File: config.mk
export PLATFORM = sky130hd
export DESIGN_NAME = length_prefixed_record_deframer_top
export DESIGN_NICKNAME = d
export VERILOG_FILES = /design/src/sv/lprd_pkg.sv /design/src/sv/length_prefixed_record_deframer_top.sv
export VERILOG_INCLUDE_DIRS = /design/src /design/src/sv
export SDC_FILE = /design/constraint.sdc
export NUM_CORES = 1
export LEC_CHECK = 0
export BUFFER_PORTS_ARGS = -buffer_cell sky130_fd_sc_hd__buf_2
export CORE_MARGIN = 3
export CORE_UTILIZATION = 63
export DETAILED_ROUTE_END_ITERATION = 10
export PLACE_DENSITY = 0.84
export SLEW_MARGIN = 20
export SYNTH_ARGS = -nofsm -noshare
export SYNTH_HDL_FRONTEND = slang
export SYNTH_SLANG_ARGS = --single-unit
File: constraint.sdc
create_clock -name clk -period 12.1 [get_ports clk]
set_input_delay 1.815 -clock clk [delete_from_list [all_inputs] [get_ports clk]]
set_output_delay 1.815 -clock clk [all_outputs]
set_load 0.005 [all_outputs]
File: src/sv/length_prefixed_record_deframer_top_macros.svh
// ----------------------------------------------------------------------------
// Assertion macros for the record deframer
// Clocked on clk, disabled while rst_n is low; empty when NO_ASSERTIONS is set.
// ----------------------------------------------------------------------------
`ifndef LENGTH_PREFIXED_RECORD_DEFRAMER_TOP_MACROS_SVH
`define LENGTH_PREFIXED_RECORD_DEFRAMER_TOP_MACROS_SVH

`ifndef NO_ASSERTIONS

// property must hold at every clock edge out of reset
`define LPRD_ASSERT(label, prop, msg) \
    label: assert property (@(posedge clk) disable iff (!rst_n) (prop)) \
        else $error(msg);

// condition must never be seen at a clock edge out of reset
`define LPRD_NEVER(label, cond, msg) \
    label: assert property (@(posedge clk) disable iff (!rst_n) !(cond)) \
        else $error(msg);

`else

`define LPRD_ASSERT(label, prop, msg)
`define LPRD_NEVER(label, cond, msg)

`endif

`endif

File: src/sv/lprd_pkg.sv
`timescale 1ns / 1ps
// ----------------------------------------------------------------------------
// lprd_pkg
// Types and constants shared by the record deframer.
// ----------------------------------------------------------------------------
package lprd_pkg;

    // string capacities in characters
    localparam int NAME_CAPACITY = 32;
    localparam int TEXT_CAPACITY = 256;

    // character counter is one bit wider than a position so 256 fits
    localparam int CNT_W = 9;

    // field kind codes on the result channel
    localparam logic [2:0] KIND_LENGTH = 3'd0;
    localparam logic [2:0] KIND_NAME   = 3'd1;
    localparam logic [2:0] KIND_TEXT   = 3'd2;
    localparam logic [2:0] KIND_INT1   = 3'd3;
    localparam logic [2:0] KIND_INT2   = 3'd4;

    // parse phase of the current record
    typedef enum logic [2:0] {
        PH_LENGTH = 3'd0,
        PH_NAME   = 3'd1,
        PH_TEXT   = 3'd2,
        PH_INT1   = 3'd3,
        PH_INT2   = 3'd4
    } phase_t;

    // one result item
    typedef struct packed {
        logic [2:0]  kind;
        logic [31:0] value;
        logic [7:0]  pos;
        logic        ovf;
        logic        last;
    } result_t;

endpackage

File: src/sv/length_prefixed_record_deframer_top.sv
`timescale 1ns / 1ps
// A result is written to the output register (to skid if it is held) as the
// byte that completes it is accepted.
// Throughput: one byte per cycle while the skid is empty; a two-entry output
// buffer (result register plus skid) lets bytes flow while one result waits.
// Reset: rst_n clears the parser to expect a length field and empties the
// output buffer.
// ----------------------------------------------------------------------------
// length_prefixed_record_deframer_top
// Parses a byte stream of length-prefixed records into length, string
// character and integer requests.
// ----------------------------------------------------------------------------
`include "length_prefixed_record_deframer_top_macros.svh"

module length_prefixed_record_deframer_top (
    input  logic               clk,
    input  logic               rst_n,
    input  logic               byte_valid,
    output logic               byte_stall,
    input  logic [7:0]         data_byte,
    output logic               field_valid,
    input  logic               field_stall,
    output logic [2:0]         field_kind,
    output logic signed [31:0] field_value,
    output logic [7:0]         char_position,
    output logic               string_overflow,
    output logic               last_of_record
);
    import lprd_pkg::*;

    // parser state
    phase_t                 phase_reg, phase_next;
    logic [1:0]             byte_in_word_reg, byte_in_word_next;
    logic [31:0]            word_shift_reg, word_shift_next;
    logic [CNT_W-1:0]       string_count_reg, string_count_next;
    logic                   overflow_seen_reg, overflow_seen_next;

    // output buffer
    result_t                main_reg, skid_reg;
    logic                   main_valid_reg, skid_valid_reg;

    logic                   accept;
    logic                   take;
    logic                   res_valid;
    result_t                res;
    logic [31:0]            word_full;
    logic [CNT_W-1:0]       cap;
    logic [2:0]             str_kind;
    logic                   in_string;

    assign accept     = byte_valid && !byte_stall;
    assign take       = main_valid_reg && !field_stall;
    assign byte_stall = skid_valid_reg;
    assign in_string  = (phase_reg == PH_NAME) || (phase_reg == PH_TEXT);

    // merge the byte into the partial little-endian word
    assign word_full = word_shift_reg | ({24'd0, data_byte} << {byte_in_word_reg, 3'b000});

    // parse one byte
    always_comb
    begin
        phase_next         = phase_reg;
        byte_in_word_next  = byte_in_word_reg;
        word_shift_next    = word_shift_reg;
        string_count_next  = string_count_reg;
        overflow_seen_next = overflow_seen_reg;
        res_valid          = 1'b0;
        res.kind           = KIND_LENGTH;
        res.value          = word_full;
        res.pos            = 8'd0;
        res.ovf            = overflow_seen_reg;
        res.last           = 1'b0;
        cap                = CNT_W'(NAME_CAPACITY);
        str_kind           = KIND_NAME;

        case (phase_reg)
            PH_NAME, PH_TEXT:
            begin
                if (phase_reg == PH_TEXT)
                begin
                    cap      = CNT_W'(TEXT_CAPACITY);
                    str_kind = KIND_TEXT;
                end
                if (data_byte == 8'd0)
                begin
                    // terminator: move to the next field
                    phase_next        = (phase_reg == PH_NAME) ? PH_TEXT : PH_INT1;
                    string_count_next = '0;
                end
                else if (string_count_reg < cap)
                begin
                    res_valid         = 1'b1;
                    res.kind          = str_kind;
                    res.value         = {24'd0, data_byte};
                    res.pos           = string_count_reg[7:0];
                    string_count_next = string_count_reg + CNT_W'(1);
                end
                else
                begin
                    // drop the character and flag the record
                    overflow_seen_next = 1'b1;
                end
            end
            default:
            begin
                // integer phases; unused codes act as the length phase
                if (byte_in_word_reg != 2'd3)
                begin
                    word_shift_next   = word_full;
                    byte_in_word_next = byte_in_word_reg + 2'd1;
                    if (phase_reg != PH_INT1 && phase_reg != PH_INT2)
                    begin
                        phase_next = PH_LENGTH;
                    end
                end
                else
                begin
                    word_shift_next   = '0;
                    byte_in_word_next = 2'd0;
                    res_valid         = 1'b1;
                    if (phase_reg == PH_INT1)
                    begin
                        res.kind   = KIND_INT1;
                        phase_next = PH_INT2;
                    end
                    else if (phase_reg == PH_INT2)
                    begin
                        res.kind           = KIND_INT2;
                        res.last           = 1'b1;
                        phase_next         = PH_LENGTH;
                        overflow_seen_next = 1'b0;
                        string_count_next  = '0;
                    end
                    else
                    begin
                        res.kind          = KIND_LENGTH;
                        phase_next        = PH_NAME;
                        string_count_next = '0;
                    end
                end
            end
        endcase
    end

    // advance parser state on each accepted byte
    always_ff @(posedge clk or negedge rst_n)
    begin
        if (!rst_n)
        begin
            phase_reg         <= PH_LENGTH;
            byte_in_word_reg  <= 2'd0;
            word_shift_reg    <= '0;
            string_count_reg  <= '0;
            overflow_seen_reg <= 1'b0;
        end
        else if (accept)
        begin
            phase_reg         <= phase_next;
            byte_in_word_reg  <= byte_in_word_next;
            word_shift_reg    <= word_shift_next;
            string_count_reg  <= string_count_next;
            overflow_seen_reg <= overflow_seen_next;
        end
    end

    // hold results in the output register, spill to skid when it is stalled
    always_ff @(posedge clk or negedge rst_n)
    begin
        if (!rst_n)
        begin
            main_valid_reg <= 1'b0;
            skid_valid_reg <= 1'b0;
        end
        else if (accept && res_valid)
        begin
            if (!main_valid_reg || take)
            begin
                main_valid_reg <= 1'b1;
            end
            else
            begin
                skid_valid_reg <= 1'b1;
            end
        end
        else if (take)
        begin
            if (skid_valid_reg)
            begin
                skid_valid_reg <= 1'b0;
            end
            else
            begin
                main_valid_reg <= 1'b0;
            end
        end
    end

    // payload of the output buffer
    always_ff @(posedge clk)
    begin
        if (accept && res_valid)
        begin
            if (!main_valid_reg || take)
            begin
                main_reg <= res;
            end
            else
            begin
                skid_reg <= res;
            end
        end
        else if (take && skid_valid_reg)
        begin
            main_reg <= skid_reg;
        end
    end

    assign field_valid     = main_valid_reg;
    assign field_kind      = main_reg.kind;
    assign field_value     = $signed(main_reg.value);
    assign char_position   = main_reg.pos;
    assign string_overflow = main_reg.ovf;
    assign last_of_record  = main_reg.last;

    // skid holds a request only behind a full output register
    `LPRD_ASSERT(a_skid_behind_main, skid_valid_reg |-> main_valid_reg, "skid full, main empty")
    // second integer always closes the record
    `LPRD_ASSERT(a_int2_last, field_valid && field_kind == KIND_INT2 |-> last_of_record, "last missing")
    // character count is idle outside the string phases
    `LPRD_NEVER(n_count_outside_str, !in_string && string_count_reg != '0, "string count leaked")
    // word assembly is idle inside the string phases
    `LPRD_NEVER(n_word_in_str, in_string && byte_in_word_reg != 2'd0, "word count in string")

endmodule
==> After elaboration in Yosys (flattened, before gate mapping) <==
Index checks and enable logic that the tools add are counted.
{ "totals": {"regBits": 139, "output_inout_bits": 47} }
{ "op_classes": {"add_sub_neg": 2, "order_cmp": 1, "n_eq_ne": 17, "n_shift": 1, "mux": 48, "n_bitwise": 3, "reduce_logical": 22} }
{ "ops": {"columns": ["cell", "n"], "rows": [
  ["$mux W45", 3],
  ["$mux W43", 2],
  ["$mux W9", 7],
  ["$mux W40", 1],
  ["$mux W32", 1],
  ["$or A32 B32 Y32", 1],
  ["$shl A8 B5 Y32", 1],
  ["$mux W3", 9],
  ["$mux W1", 23],
  ["$ne A2 B2 Y1 const B", 5],
  ["$add A9 B1 Y9 const B", 1],
  ["$lt A9 B9 Y1", 1],
  ["$logic_not A8 Y1", 1],
  ["$ne A2 B1 Y1 const B", 4],
  ["$reduce_and A2 Y1", 4],
  ["$eq A3 B2 Y1 const B", 2],
  ["$ne A3 B3 Y1 const B", 2],
  ["$reduce_and A3 Y1", 2],
  ["$reduce_and A6 Y1", 1],
  ["$reduce_bool A2 Y1", 3],
  ["$logic_and A1 B1 Y1", 5],
  ["$mux W2", 2],
  ["$reduce_and A4 Y1", 1],
  ["$eq A3 B1 Y1 const B", 1],
  ["8 further kinds", 11]
]} }

==> Depth between registers and ports, before layout <==
{ "depth": {"ltp_word": 10, "depth_mapped": 10, "depth_no_buf": 7} }

==> Worst setup path before layout <==
OpenSTA, ideal clock, no wires.
{ "synth_timing": {"path_type": "input to register", "from": "input data_byte[5]", "to": "register main_reg, in the netlist char_position[0], enable pin", "setup_time_ns": 0.460, "t_arrival_ns": 4.997, "t_required_ns": 11.640, "setup_slack_ns": 6.643, "cell_stages": 7, "n_path_buf": 2, "path_cell_list": "or4_1 o211ai_2 a221oi_1 buf_4 buf_6 a21oi_1 a21oi_1"} }
{ "synth_via": {"elab_chain_cells": 6} }
{ "synth_lines": {"columns": ["item", "line", "rtl"], "rows": [
  ["start: declaration", "length_prefixed_record_deframer_top.sv:20", "input logic [7:0] data_byte,"],
  ["$logic_not A8 Y1 (*)", "length_prefixed_record_deframer_top.sv:84", "if (data_byte == 8'd0)"],
  ["$mux W1 (*)", "length_prefixed_record_deframer_top.sv:84", null],
  ["$mux W1 (*)", "length_prefixed_record_deframer_top.sv:76", "case (phase_reg)"],
  ["$logic_and A1 B1 Y1 (*)", "length_prefixed_record_deframer_top.sv:201", "if (accept && res_valid)"],
  ["$ne A2 B1 Y1 (no line) / $reduce_bool A2 Y1 (equally long branches)", null, null],
  ["$reduce_and A2 Y1 (no line) (*)", null, null],
  ["end signal: assignment", "length_prefixed_record_deframer_top.sv:205", "main_reg <= res;"],
  ["end signal: assignment", "length_prefixed_record_deframer_top.sv:214", "main_reg <= skid_reg;"],
  ["end: declaration", "length_prefixed_record_deframer_top.sv:39", "result_t main_reg, skid_reg;"]
]} }
Mark *: on every way between the ends. The rest lies on a longest branch, timed or not.
A chain may end at the register's enable or synchronous reset.

==> impl_metrics.yaml <==
cts:
  htreeDepth: 4
  clock_sinks: 137
  clk_pin_slew_worst_paths_ns: 0.06
  cts_resized: 0
  post_cts_buffers: 0
  clockBufferDepth: 2
  root_buffer: "clkbuf_8"
  ctsHoldBuffers: 0
  worstSkewPairLatency_ns: 0.52
  cts_tree: "done"
  cts_made_buffers: 17
placed_design:
  port_buffers: 58
  pre_cts_ws_ns: 7.42
  dp_hpwl_um: 7840
  gp_congestion: 0.873
power_and_ir_drop:
  irDropWorstVdd_mv: 0.130
  p_per_area_nw_per_um2: 242
  p_leak_uw: 0.00265
sta:
  hold_viol: 0
  period_share_pct: 34.8
  drv_slew: 0
  fmax_ghz: 0.237
  tightest_slew_ns: 1.09
  fin_tns_setup_ns: 0
  finalSetupViolCount: 0
  slew_headroom_pct: 27.3
  postLayoutSetupSlackWorst_ns: 7.88
  fin_skew_ns: 0.00901
  period_minus_slack_ns: 4.22
  rsz0062_at_grt: "false"
floorplan:
  row_count: 34
  start_util_pct: 66.3
  core_sq_um: 8890
  die_h_um: 103
  dieArea_sq_um: 10600
  boundaryPins: 59
  die_x_um: 103
detailed_routing:
  antenna_left: 0
  avgRoutedWirePerCell_um: 20.3
  drc: 0
  via_per_inst: 6.47
  dr_total_vias: 4110
  first_iter_violations: 656
  wirelength_um: 12900
  dr.pass1.iters: 6
run:
  maxCapViolCount: 0
logic_synthesis:
  netlist_area_sq_um: 5890
  yosysSeqAreaShare_pct: 65.6
  netlist_top_cells_area: "edfxtp_1, dfrtp_1, a21oi_1"
  synth_cell_type_count: 44
  synth_area_leader_cell: "edfxtp_1"
  async_flop_share_pct: 35.8
  yosysTopAreaCellShare_pct: 44.8
  ys_ff_latch: 137
  syn-instance-count: 464
  synth.avg_cell_area_sq_um: 12.7
  synth_edf_count: 88
  synth_warnings: 0
  ys.flop_type: "edfxtp_1"
  synth_nets: 479
global_routing:
  overflow: 0
  grt_pass1_wl_um: 20200
  grt_max_degree: 50
  grt_pass1_vias: 3853
  antenna_found_initial: 0
  gr-usage-all-layers_pct: 25.6
critical_path:
  crit_type: "input pin to flop"
  start_kind: "input pin"
  path_buf_inv: 2
  crit_chain: "buf_2, or4_1, o211ai_2, nor2_1, buf_4, and2_1, mux2_2"
  crit_fanout: 27
  arrival_ns: 4.48
  cp-end-kind: "flop"
  slowest_stage: "o211ai_2"
  critPathRequiredTime_ns: 12.37
  slowest_delay_ns: 0.89
  critPathTopFamily: "simple AND/OR/NAND/NOR gates"
finish:
  num_antenna_cells: 0
  num-fill-cells: 534
  layout_commonest_cell: "edfxtp_1"
  nets: 529
  drive_gt1_share_pct: 26.8
  layout_common_cells: "edfxtp_1, a21oi_1, buf_2"
  largest_register_ffs: 44
  area_growth_pct: 15.1
run_status:
  status: "complete, no violations"
hold_path:
  hp-class: "flop to flop"
area by class of cell:
type	count	area, sq um	share of cell area (%)
flip-flops and latches	137	3870	57.0
clock buffers	19	432	6.36
repair buffers	63	330	4.87
inverters	5	18.8	0.277
multi-input cells	290	1890	27.8
clock inverters	13	113	1.66
well taps	108	135	1.99
path summary, 6_finish.rpt:
| check | from | to | slack (ns) | depth (start not counted) |
|---|---|---|---|---|
| max reg2reg | phase_reg[1]$_DFFE_PN0P_ | char_position[5]$_DFFE_PP_ | 8.15 | 9 |
| min reg2reg | word_shift_reg[9]$_DFFE_PN0P_ | word_shift_reg[9]$_DFFE_PN0P_ | 0.48 | 2 |
| min in group asynchronous | rst_n | string_count_reg[6]$_DFFE_PN0P_ | 1.30 | 1 |
| max | data_byte[4] | char_position[5]$_DFFE_PP_ | 7.88 | 7 |
| max in group asynchronous | rst_n | phase_reg[2]$_DFFE_PN0P_ | 10.35 | 1 |
| min | word_shift_reg[9]$_DFFE_PN0P_ | word_shift_reg[9]$_DFFE_PN0P_ | 0.48 | 2 |
report_power, final:
| part | switching, uW | internal, uW | total, uW |
|---|---|---|---|
| clock | 207 | 263 | 469 |
| sequential | 48.3 | 641 | 689 |
| combinational | 313 | 173 | 486 |
| total | 568 | 1080 | 1640 |
per-stage QoR:
| step | power [uW] | cells | util [%] | hold slack [ns] | cell area (sq um) |
|---|---|---|---|---|---|
| finish | 1640 | 635 | 76.3 | 0.477 | 6780 |
| global route | 1720 | 635 | 76.3 | 0.501 | 6780 |
| CTS | 1640 | 635 | 76.2 | 0.482 | 6780 |
| detailed placement | 1160 | 603 | 70.1 | 0.468 | 6230 |
| global placement | 1140 | 603 | 70.1 | 0.461 | 6230 |
| floorplan | 1020 | 464 | - | 0.441 | 5890 |
synthesized netlist by cell type (5+ instances only):
| cell type | n |
|---|---|
| edfxtp_1 | 88 |
| a21oi_1 | 79 |
| dfrtp_1 | 49 |
| nand2_1 | 40 |
| nor2_1 | 30 |
| mux2_2 | 29 |
| o21ai_0 | 16 |
| clkbuf_1 | 13 |
| nor3_1 | 11 |
| o31ai_1 | 11 |
| buf_2 | 10 |
| mux2_4 | 10 |
| and2_1 | 9 |
| inv_1 | 5 |
| mux2_1 | 5 |
| nand2b_1 | 5 |
tightest hold or removal path, cell delays in order, from the launching register on:
cell and delay, ns:
dfrtp_1 0.34, nand2_1 0.05, o31ai_1 0.06
logic make-up (layout without fill, tap and decap cells):
family / after synthesis / count (layout) / synth area share [%]
compound gates: 126 / 126 / 12.2
xor+xnor: 2 / 2 / 0.297
fa+ha+maj: 3 / 3 / 0.637
buf+inv: 37 / 100 / 2.97
flops: 137 / 137 / 65.6
mux: 44 / 44 / 9.04
simple gates: 115 / 115 / 9.17
metal layers:
metal	wire length, um	part of all wire, %	up-vias	GRT usage, %
met1	5300	41	2008	34.6
met3	1100	8.5	37	6.22
li1	-	-	1817	-
met2	6200	48	248	40.0
met4	320	2.5	0	10.9
met5	0	0	-	0
Power figures use the tool's default switching activity.
